`src/hw/rtl/crcfb_pkg.sv`:
```
package crcfb_pkg;

  localparam logic [7:0]  SOF_BYTE         = 8'hA5;
  localparam logic [15:0] LINK_CMD         = 16'h0301;
  localparam logic [15:0] DEFAULT_RECEIVER = 16'h0101;
  localparam logic [15:0] RECEIVER_OFFSET  = 16'd256;
  localparam logic [7:0]  CRC8_INIT        = 8'hFF;
  localparam logic [15:0] CRC16_INIT       = 16'hFFFF;
  localparam logic [7:0]  CRC8_POLY_REV    = 8'h8C;
  localparam logic [15:0] CRC16_POLY_REV   = 16'h8408;
  localparam logic [8:0]  LEN_EXTRA        = 9'd6;
  localparam logic [3:0]  HDR_LAST_IDX     = 4'd12;
  localparam logic [3:0]  CRC8_LAST_IDX    = 4'd3;
  localparam logic [3:0]  CRC8_IDX         = 4'd4;

  localparam int QUEUE_DEPTH = 4;
  localparam int QUEUE_AW    = $clog2(QUEUE_DEPTH);

  typedef enum logic {
    KIND_START   = 1'b0,
    KIND_PAYLOAD = 1'b1
  } kind_t;

  typedef struct packed {
    kind_t       kind;
    logic [15:0] sub_command;
    logic [7:0]  payload_length;
    logic [7:0]  frame_count;
    logic [7:0]  payload_byte;
    logic        last;
  } cmd_t;

  function automatic logic [7:0] crc8_step(input logic [7:0] crc, input logic [7:0] data);
    logic [7:0] c;
    c = crc ^ data;
    for (int b = 0; b < 8; b++) begin
      c = c[0] ? ((c >> 1) ^ CRC8_POLY_REV) : (c >> 1);
    end
    return c;
  endfunction

  function automatic logic [15:0] crc16_step(input logic [15:0] crc, input logic [7:0] data);
    logic [15:0] c;
    c = crc ^ {8'h00, data};
    for (int b = 0; b < 8; b++) begin
      c = c[0] ? ((c >> 1) ^ CRC16_POLY_REV) : (c >> 1);
    end
    return c;
  endfunction

endpackage

```
`src/hw/rtl/crcfb_front.sv`:
```
module crcfb_front
  import crcfb_pkg::*;
(
  input  logic        clk,
  input  logic        rst,
  input  logic        in_valid,
  output logic        in_ready,
  input  logic        in_op,
  input  logic [15:0] in_sub_command,
  input  logic [7:0]  in_payload_length,
  input  logic [7:0]  in_payload_byte,
  input  logic        queue_full,
  output logic        push,
  output cmd_t        push_cmd
);

  logic [7:0] frame_counter;
  logic [7:0] bytes_remaining;
  logic       frame_open;
  logic       accept;
  logic       is_start;

  assign in_ready = !queue_full;
  assign accept   = in_valid && in_ready;
  assign is_start = (kind_t'(in_op) == KIND_START);
  assign push     = accept && (is_start || frame_open);

  always_comb begin
    push_cmd.kind           = kind_t'(in_op);
    push_cmd.sub_command    = in_sub_command;
    push_cmd.payload_length = in_payload_length;
    push_cmd.frame_count    = frame_counter;
    push_cmd.payload_byte   = in_payload_byte;
    push_cmd.last           = (bytes_remaining == 8'd1);
  end

  always_ff @(posedge clk) begin
    if (rst) begin
      frame_counter   <= 8'd0;
      bytes_remaining <= 8'd0;
      frame_open      <= 1'b0;
    end else if (accept) begin
      if (is_start) begin
        frame_counter   <= frame_counter + 8'd1;
        bytes_remaining <= in_payload_length;
        frame_open      <= (in_payload_length != 8'd0);
      end else if (frame_open) begin
        bytes_remaining <= bytes_remaining - 8'd1;
        if (bytes_remaining == 8'd1) begin
          frame_open <= 1'b0;
        end
      end
    end
  end

endmodule

```
`src/hw/rtl/crcfb_queue.sv`:
```
module crcfb_queue
  import crcfb_pkg::*;
(
  input  logic clk,
  input  logic rst,
  input  logic push,
  input  cmd_t push_cmd,
  output logic full,
  input  logic pop,
  output cmd_t pop_cmd,
  output logic empty
);

  cmd_t                entries [QUEUE_DEPTH];
  logic [QUEUE_AW-1:0] wr_ptr;
  logic [QUEUE_AW-1:0] rd_ptr;
  logic [QUEUE_AW:0]   count;

  assign full    = (count == (QUEUE_AW+1)'(QUEUE_DEPTH));
  assign empty   = (count == '0);
  assign pop_cmd = entries[rd_ptr];

  always_ff @(posedge clk) begin
    if (push) begin
      entries[wr_ptr] <= push_cmd;
    end
  end

  always_ff @(posedge clk) begin
    if (rst) begin
      wr_ptr <= '0;
      rd_ptr <= '0;
      count  <= '0;
    end else begin
      if (push) begin
        wr_ptr <= wr_ptr + 1'b1;
      end
      if (pop) begin
        rd_ptr <= rd_ptr + 1'b1;
      end
      if (push && !pop) begin
        count <= count + 1'b1;
      end else if (pop && !push) begin
        count <= count - 1'b1;
      end
    end
  end

endmodule

```
`src/hw/rtl/crcfb_back.sv`:
```
module crcfb_back
  import crcfb_pkg::*;
(
  input  logic        clk,
  input  logic        rst,
  input  logic [15:0] sender_id,
  input  logic        queue_empty,
  input  cmd_t        queue_cmd,
  output logic        pop,
  output logic        out_valid,
  input  logic        out_ready,
  output logic [7:0]  out_byte,
  output logic        out_last
);

  typedef enum logic [3:0] {
    ST_IDLE   = 4'b0001,
    ST_HDR    = 4'b0010,
    ST_TRL_LO = 4'b0100,
    ST_TRL_HI = 4'b1000
  } state_t;

  state_t      state;
  cmd_t        cur;
  logic [3:0]  hdr_idx;
  logic [7:0]  crc8;
  logic [15:0] crc16;
  logic        out_free;
  logic        emit;
  logic [8:0]  data_len;
  logic [15:0] receiver_id;
  logic [7:0]  hdr_byte;

  assign out_free = !out_valid || out_ready;
  assign pop      = (state == ST_IDLE) && !queue_empty && out_free;
  assign emit     = pop || (out_free && ((state == ST_HDR) || (state == ST_TRL_LO) ||
                                         (state == ST_TRL_HI)));
  assign data_len = {1'b0, cur.payload_length} + LEN_EXTRA;

  always_comb begin
    if (((sender_id >= 16'd1) && (sender_id <= 16'd7)) ||
        ((sender_id >= 16'd101) && (sender_id <= 16'd107))) begin
      receiver_id = sender_id + RECEIVER_OFFSET;
    end else begin
      receiver_id = DEFAULT_RECEIVER;
    end
  end

  always_comb begin
    case (hdr_idx)
      4'd1:    hdr_byte = data_len[7:0];
      4'd2:    hdr_byte = {7'd0, data_len[8]};
      4'd3:    hdr_byte = cur.frame_count;
      4'd4:    hdr_byte = crc8;
      4'd5:    hdr_byte = LINK_CMD[7:0];
      4'd6:    hdr_byte = LINK_CMD[15:8];
      4'd7:    hdr_byte = cur.sub_command[7:0];
      4'd8:    hdr_byte = cur.sub_command[15:8];
      4'd9:    hdr_byte = sender_id[7:0];
      4'd10:   hdr_byte = sender_id[15:8];
      4'd11:   hdr_byte = receiver_id[7:0];
      4'd12:   hdr_byte = receiver_id[15:8];
      default: hdr_byte = SOF_BYTE;
    endcase
  end

  always_ff @(posedge clk) begin
    if (rst) begin
      state     <= ST_IDLE;
      out_valid <= 1'b0;
    end else begin
      if (emit) begin
        out_valid <= 1'b1;
      end else if (out_ready) begin
        out_valid <= 1'b0;
      end
      case (state)
        ST_IDLE: begin
          if (pop) begin
            out_last <= 1'b0;
            if (queue_cmd.kind == KIND_START) begin
              cur      <= queue_cmd;
              out_byte <= SOF_BYTE;
              crc8     <= crc8_step(CRC8_INIT, SOF_BYTE);
              crc16    <= crc16_step(CRC16_INIT, SOF_BYTE);
              hdr_idx  <= 4'd1;
              state    <= ST_HDR;
            end else begin
              out_byte <= queue_cmd.payload_byte;
              crc16    <= crc16_step(crc16, queue_cmd.payload_byte);
              if (queue_cmd.last) begin
                state <= ST_TRL_LO;
              end
            end
          end
        end
        ST_HDR: begin
          if (out_free) begin
            out_last <= 1'b0;
            out_byte <= hdr_byte;
            crc16    <= crc16_step(crc16, hdr_byte);
            if (hdr_idx <= CRC8_LAST_IDX) begin
              crc8 <= crc8_step(crc8, hdr_byte);
            end
            hdr_idx <= hdr_idx + 4'd1;
            if (hdr_idx == HDR_LAST_IDX) begin
              state <= ST_IDLE;
            end
          end
        end
        ST_TRL_LO: begin
          if (out_free) begin
            out_last <= 1'b0;
            out_byte <= crc16[7:0];
            state    <= ST_TRL_HI;
          end
        end
        ST_TRL_HI: begin
          if (out_free) begin
            out_last <= 1'b1;
            out_byte <= crc16[15:8];
            state    <= ST_IDLE;
          end
        end
        default: begin
          state <= ST_IDLE;
        end
      endcase
    end
  end

endmodule

```
`src/hw/rtl/crc_checked_frame_builder.sv`:
```
// channel   dir  signals                        contents
// s_axis    in   tvalid tready tdata tuser      tdata: sub_command, payload_length,
//                                               payload_byte; tuser: op
// m_axis    out  tvalid tready tdata tlast      tdata: out_byte; tlast: frame_end
// cfg       in   cfg_wr_en cfg_wr_data          sender_id
//
// a payload word leaves as one output byte; the last one adds two crc16 trailer
// bytes. a start word produces 13 header bytes at one per cycle while m_axis_tready
// holds, from the output sequencer, which sets the rate for headers.
// a four-entry command queue sits between input decode and the byte sequencer.
// rst is synchronous; sender_id resets to 1, frame counter to 0.
module crc_checked_frame_builder
  import crcfb_pkg::*;
(
  input  logic        clk,
  input  logic        rst,
  input  logic        s_axis_tvalid,
  output logic        s_axis_tready,
  input  logic [31:0] s_axis_tdata,  // sub_command, payload_length, payload_byte
  input  logic [0:0]  s_axis_tuser,  // op
  output logic        m_axis_tvalid,
  input  logic        m_axis_tready,
  output logic [7:0]  m_axis_tdata,  // out_byte
  output logic        m_axis_tlast,
  input  logic        cfg_wr_en,
  input  logic [15:0] cfg_wr_data
);

  logic [15:0] sender_id;
  logic        push;
  cmd_t        push_cmd;
  logic        queue_full;
  logic        pop;
  cmd_t        pop_cmd;
  logic        queue_empty;

  always_ff @(posedge clk) begin
    if (rst) begin
      sender_id <= 16'd1;
    end else if (cfg_wr_en) begin
      sender_id <= cfg_wr_data;
    end
  end

  crcfb_front u_front (
    .clk               (clk),
    .rst               (rst),
    .in_valid          (s_axis_tvalid),
    .in_ready          (s_axis_tready),
    .in_op             (s_axis_tuser[0]),
    .in_sub_command    (s_axis_tdata[15:0]),
    .in_payload_length (s_axis_tdata[23:16]),
    .in_payload_byte   (s_axis_tdata[31:24]),
    .queue_full        (queue_full),
    .push              (push),
    .push_cmd          (push_cmd)
  );

  crcfb_queue u_queue (
    .clk      (clk),
    .rst      (rst),
    .push     (push),
    .push_cmd (push_cmd),
    .full     (queue_full),
    .pop      (pop),
    .pop_cmd  (pop_cmd),
    .empty    (queue_empty)
  );

  crcfb_back u_back (
    .clk         (clk),
    .rst         (rst),
    .sender_id   (sender_id),
    .queue_empty (queue_empty),
    .queue_cmd   (pop_cmd),
    .pop         (pop),
    .out_valid   (m_axis_tvalid),
    .out_ready   (m_axis_tready),
    .out_byte    (m_axis_tdata),
    .out_last    (m_axis_tlast)
  );

endmodule
```
`config.mk`:
```
export PLATFORM = sky130hd
export DESIGN_NAME = crc_checked_frame_builder
export DESIGN_NICKNAME = d
export VERILOG_FILES = /design/src/hw/rtl/crcfb_pkg.sv /design/src/hw/rtl/crcfb_front.sv /design/src/hw/rtl/crcfb_queue.sv /design/src/hw/rtl/crcfb_back.sv /design/src/hw/rtl/crc_checked_frame_builder.sv
export SDC_FILE = /design/constraint.sdc
export NUM_CORES = 1
export LEC_CHECK = 0
export ABC_CLOCK_PERIOD_IN_PS = 8300
export BUFFER_PORTS_ARGS = -buffer_cell sky130_fd_sc_hd__buf_4
export CORE_MARGIN = 2
export CORE_UTILIZATION = 35
export CTS_BUF_LIST = sky130_fd_sc_hd__clkbuf_4 sky130_fd_sc_hd__clkbuf_8 sky130_fd_sc_hd__clkbuf_16
export DETAILED_ROUTE_END_ITERATION = 7
export GPL_TIMING_DRIVEN = 1
export PLACE_DENSITY = 0.57
export SYNTH_ARGS = -nofsm -noshare
export SYNTH_HDL_FRONTEND = slang
export SYNTH_SLANG_ARGS = --single-unit
```
`constraint.sdc`:
```
create_clock -name clk -period 8.3 [get_ports clk]
set_input_delay 1.245 -clock clk [delete_from_list [all_inputs] [get_ports clk]]
set_output_delay 1.245 -clock clk [all_outputs]
set_load 0.1 [all_outputs]
```
==> run_results.csv, run 1 <==
group,metric,value,unit
timing,skew,0.0255,ns
routing,wl_per_cell,19.8,µm
worst_setup_path,worstPathArrival,3.86,ns
clock_tree,post_cts_resized,0,
timing,slew_headroom,29.0,%
timing,finalHoldViolCount,0,
power_and_ir_drop,p_leak,4.87,nW
place,pre_cts_ws,4.75,ns
clock_tree,clkTransAtPathRegs,0.06,ns
yosys,synthArstFlopShare,0,%
die,core,35500,µm²
routing,ant_nets,0,
routing,vias,7326,
place,post-dp-hpwl,18.5,mm
global_route,grt_pass1_wl,44.1,mm
routing,dr.pass1.iters,5,
timing,rsz0062_at_grt,"no",
final_layout,drive_above_1_share,20.1,%
routing,remaining_drc_errors,0,
clock_tree,clkLatencyLatePin,0.57,ns
place,place_congestion,0.841,
worst_setup_path,cp-end-kind,"flip-flop",
yosys,seq_area_frac_synth,63.9,%
yosys,avgSynthCellArea,14.7,µm²
run_status,status,"completed",
final_layout,syn2layout_area_growth,14.9,%
timing,fin_ws,4.71,ns
yosys,ys_ff_latch,284,
global_route,antenna_found_initial,0,
final_layout,final_cell_mix,"edfxtp_1, buf_4, nor2_1",
routing,drt-vias-per-instance,5.20,
timing,fin_crit_sh,43.3,%
clock_tree,cts_setup_buffers,0,
timing,timing.fmax,278,MHz
timing,worstMarginPinSlew,1.06,ns
clock_tree,cts-root-buf,"clkbuf_16",
die,fp.dieW,194,µm
final_layout,nets,995,
routing,wl,27.8,mm
clock_tree,clockBufferDepth,3,
worst_setup_path,path_max_fanout,32,
die,die_area,37500,µm²
yosys,syn_nets,926,
yosys,synth_area,12600,µm²
worst_setup_path,cp_data_required_time,8.56,ns
clock_tree,cts_hold_buf,0,
die,ios,65,
yosys,synthFlopType,"edfxtp_1",
timing,tns,0,ns
worst_setup_path,path_class,"reg -> reg",
timing,slew_violations,0,
clock_tree,h-tree-depth,1,
power_and_ir_drop,pwr_density_cell,318,nW/µm²
power_and_ir_drop,irDropWorstVdd,0.000158,V
worst_hold_path,hold_path_class,"reg -> reg",
global_route,grt_max_degree,51,
routing,drt_iter0_drc,526,
die,dieHeight,194,µm
clock_tree,cts_sinks,284,
timing,min_period,3.59,ns
global_route,grt_use_total,14.9,%
power_and_ir_drop,total_power,4.61,mW
place,port_buffers,64,
job,maxCapViolations,0,
die,start_util,35.5,%
final_layout,diodes,0,
global_route,grt_pass1_vias,7579,
timing,setup_violations,0,
worst_setup_path,setup.worst_path.start_class,"flip-flop",
clock_tree,numCtsBuffers,30,
global_route,grt_remaining_overflow,0,
yosys,yosysWarnings,0,
yosys,synthCells,856,
yosys,synth.distinct_cells,82,
die,placementRows,69,
clock_tree,cts_tree,"done",
final_layout,utilization,40.8,%
yosys,synth-edff-count,237,
final_layout,final_common_cell,"edfxtp_1",
==> registers in the layout, indices dropped and copies added, names as in the netlist, 2 cells and up, named ones only <==
register and count:
u_queue.entries 168, u_back.cur 32, sender_id 16, u_back.crc16 16, u_back.crc8 8, u_back.out_byte 8, u_front.bytes_remaining 8, u_front.frame_counter 8
u_back.hdr_idx 4, u_back.state 4, u_queue.count 3, u_queue.rd_ptr 2, u_queue.wr_ptr 2
==> layer usage <==
layer	track usage (%)	vias up	wire, µm
met2	24.4	165	13000
met1	20.4	3689	13000
met3	2.47	53	1220
met4	4.04	0	633
li1	-	3419	-
met5	0	-	0
==> power by group <==
part	total [mW]	leakage (nW)	switching, mW	internal, mW
combinational	1.43	1.85	0.836	0.595
sequential	1.90	2.55	0.127	1.78
clock	1.27	0.458	0.547	0.726
==> worst max-delay path, stage by stage, from the launching register on <==
cell and delay (ns):
edfxtp_1 1.05, nand2b_1 0.37, nor2_1 0.09, or4_1 0.47, a211o_2 0.35, xor2_2 0.31, xnor3_1 0.43, xor2_1 0.18
nor2_1 0.05
==> cell families after synthesis <==
kind of cell	Yosys count	synth area share, %
buffers and inverters	64	2.45
AO/OA/AOI/OAI	144	8.47
multiplexers	66	9.42
AND/OR/NAND/NOR	202	7.93
XOR/XNOR	80	6.15
flip-flops	284	63.9
adder cells (fa/ha/maj)	16	1.65
==> synth_stat cells (4+ instances only) <==
library cell  count  share of area, %
a211oi_1          7              0.42
a21o_1            4              0.24
a21oi_1          28               1.1
a222oi_1          4              0.32
a22oi_1          19               1.1
a31oi_1           4              0.20
and2_1            9              0.45
buf_1             5              0.15
buf_2             6              0.24
buf_6             5              0.45
clkbuf_1         19              0.57
dfxtp_1          47               7.5
edfxtp_1        237                56
ha_1             15               1.5
inv_1            26              0.77
mux2i_1          23               1.8
mux4_2           42               7.5
nand2_1          40               1.2
nand2b_1          9              0.45
nand3_1          19              0.75
nand3b_1         10              0.60
nor2_1           70               2.1
nor2b_1           9              0.45
nor3_1            8              0.32
nor4_1            7              0.35
o211ai_1          6              0.36
o21ai_0          20              0.79
o22a_1            5              0.35
o22ai_1          10              0.50
xnor2_1          46               3.2
xor2_1           28               1.9
==> final timing paths <==
| path | startpoint | endpoint | slack [ns] | cells past startpoint |
|---|---|---|---|---|
| setup / recovery | u_back.hdr_idx[2] | u_back.crc8[6] | 4.71 | 8 |
| setup reg to reg | u_back.hdr_idx[2] | u_back.crc8[6] | 4.71 | 8 |
| hold / removal | u_queue.rd_ptr[1] | flip-flop | 0.51 | 2 |
| hold reg to reg | u_queue.rd_ptr[1] | flip-flop | 0.51 | 2 |
==> per-stage QoR <==
stage	hold WS, ns	instance area (µm²)	cells
after global routing	0.545	14500	1408
final	0.515	14500	1408
after global placement	0.491	13500	1354
after CTS	0.516	14500	1408
after floorplan	0.466	12600	856
after detailed placement	0.503	13500	1354
==> area by class of cell <==
type	count	area [µm²]
timing repair buffer	75	563
fill	3242	21000
multi-input combinational	508	4250
sequential	284	8060
inverter	26	97.6
tap	461	577
clock buffer	32	766
clock inverter	22	171
(Power assumes the default switching activity.)
==> run 2, diff against run 1 <==
- ABC_CLOCK_PERIOD_IN_PS: 8300 -> 3630
- clock period: 8.3 -> 3.63 ns (I/O delays scaled with it)
==> run 2 against run 1 <==
Worst hold slack lost 0.33 ns; wire length down 1.2%; clock skew fell by 0.011 ns; sequential power up 130%; design area rose by 2.0%; global-route usage is 0.22 points lower; setup slack got worse by 4.4 ns; combinational power rose by 130%; critical path type unchanged; critical endpoint is now u_back.crc8[3]; largest power group unchanged.
==> run_results.csv, run 2 (synthesized netlist as in run 1, its figures left out) <==
group,metric,value,unit
timing,finalHoldViolCount,0,
die,ios,65,
timing,skew,0.0148,ns
final_layout,final_cell_mix,"edfxtp_1, buf_4, nor2_1",
routing,remaining_drc_errors,0,
power_and_ir_drop,pwr_density_cell,741,nW/µm²
power_and_ir_drop,p_leak,5.03,nW
final_layout,fillCellCount,3198,
clock_tree,cts_hold_buf,0,
worst_hold_path,hold_path_class,"in -> reg",
die,fp.dieW,194,µm
worst_setup_path,path_class,"reg -> reg",
routing,vias,7263,
routing,wl_met3,1.26,mm
routing,wl_met2,13.2,mm
global_route,grt_max_degree,51,
timing,slew_headroom,54.0,%
die,dieHeight,194,µm
routing,ant_nets,0,
timing,fin_crit_sh,91.8,%
timing,worstMarginPinSlew,0.684,ns
place,placed_area,13700,µm²
final_layout,final_common_cell,"edfxtp_1",
timing,tns,0,ns
clock_tree,h-tree-depth,1,
clock_tree,cts_tree,"done",
worst_setup_path,setup.worst_path.start_class,"flip-flop",
timing,timing.fmax,300,MHz
routing,wl_per_cell,19.3,µm
global_route,grt_pass1_vias,7393,
routing,m1WireLength,12.6,mm
timing,rsz0062_at_grt,"no",
job,maxCapViolations,0,
global_route,grt_remaining_overflow,0,
routing,dr.pass1.iters,7,
clock_tree,numCtsBuffers,31,
final_layout,utilization,41.6,%
final_layout,largest_reg_flops,168,
worst_setup_path,path_max_fanout,14,
clock_tree,post_cts_resized,0,
final_layout,largest_registers,"u_queue.entries (168), u_back.cur (32)",
clock_tree,clockBufferDepth,3,
global_route,grt_pass1_wl,43.3,mm
routing,wl,27.5,mm
timing,slew_violations,0,
power_and_ir_drop,irDropWorstVdd,0.000373,V
die,die_area,37500,µm²
final_layout,final_area,14800,µm²
final_layout,nets,1011,
worst_setup_path,worstPathArrival,3.76,ns
clock_tree,clkLatencyLatePin,0.56,ns
clock_tree,clkTransAtPathRegs,0.07,ns
final_layout,regMostFlops,"u_queue.entries",
routing,drt_iter0_drc,523,
final_layout,drive_above_1_share,22.7,%
clock_tree,cts-root-buf,"clkbuf_16",
run_status,status,"completed",
clock_tree,cts_sinks,284,
die,core,35500,µm²
global_route,grt_use_total,14.6,%
final_layout,diodes,0,
worst_setup_path,path_delay_family,"compound AO/OA/AOI/OAI gates",
worst_setup_path,cp-end-kind,"flip-flop",
final_layout,syn2layout_area_growth,17.2,%
worst_setup_path,crit_chain,"inv_1 -> ha_1 -> a222oi_1 -> o32ai_1 -> a211oi_4 -> xnor2_1 -> xor3_2 -> xnor2_2 -> or3_1 -> nand2_1",
worst_setup_path,slowest_delay,0.47,ns
die,placementRows,69,
routing,drt-vias-per-instance,5.09,
die,start_util,35.5,%
final_layout,instances_no_fill,1427,
worst_setup_path,crit_buf_inv,1,
worst_setup_path,cp_data_required_time,4.05,ns
place,post-dp-hpwl,18.9,mm
global_route,antenna_found_initial,0,
power_and_ir_drop,total_power,10.9,mW
place,place_congestion,0.836,
place,port_buffers,64,
routing,topRoutingLayerUsed,"met4",
timing,setup_violations,0,
clock_tree,cts_setup_buffers,0,
worst_setup_path,slowest_stage,"a222oi_1",
timing,min_period,3.33,ns
place,dp.cells,1369,
## run 2: cell types whose count changed in the layout (fill, tap and decap cells not counted), moves of 3 or more
cell and delta:
buf_4 +14, bufinv_16 +3, clkbuf_8 +4, clkinv_1 -10, clkinv_2 +4, inv_6 +3
## run 2: per-stage QoR
step                      worst slack (ns)  hold slack, ns
final                                0.297           0.188
after global routing                0.0390           0.157
after CTS                            0.319           0.152
after detailed placement             0.330           0.504
after global placement               0.313           0.492
after floorplan                      0.117           0.466
## run 2: final cells by class
| type | count | area (µm²) | share of cell area [%] |
|---|---|---|---|
| clock inverter | 22 | 258 | 1.74 |
| tap | 461 | 577 | 3.90 |
| timing repair buffer | 90 | 688 | 4.66 |
| clock buffer | 36 | 838 | 5.67 |
| sequential | 284 | 8060 | 54.5 |
| inverter | 26 | 97.6 | 0.660 |
| multi-input combinational | 508 | 4260 | 28.8 |
## run 2: where the power goes
part / total (mW) / internal, mW / switching (mW)
Sequential: 4.36 / 4.06 / 0.297
Combinational: 3.30 / 1.40 / 1.90
Clock: 3.29 / 2.01 / 1.28
## run 2: per-layer routing
metal  track usage, %  vias to the layer above
met5                0                        -
met4             3.28                        0
met1             20.6                     3588
met2             23.9                      171
li1                 -                     3464
met3             2.40                       40
## run 2: worst reg2reg max path, stage by stage (launching register included)
cell      delay, ns
edfxtp_1       0.42
inv_1          0.09
ha_1           0.39
a222oi_1       0.47
o32ai_1        0.24
a211oi_4       0.36
xnor2_1        0.24
xor3_2         0.37
xnor2_2        0.19
or3_1          0.36
nand2_1        0.08
## run 2: final timing paths
path	slack, ns	start	endpoint	cells past startpoint
setup / recovery	0.30	u_back.hdr_idx[0]	u_back.crc8[3]	10
hold / removal	0.19	s_axis_tdata[26]	u_queue.entries[0][3]	1
setup reg to reg	0.30	u_back.hdr_idx[0]	u_back.crc8[3]	10
hold reg to reg	0.51	u_queue.rd_ptr[1]	flip-flop	2
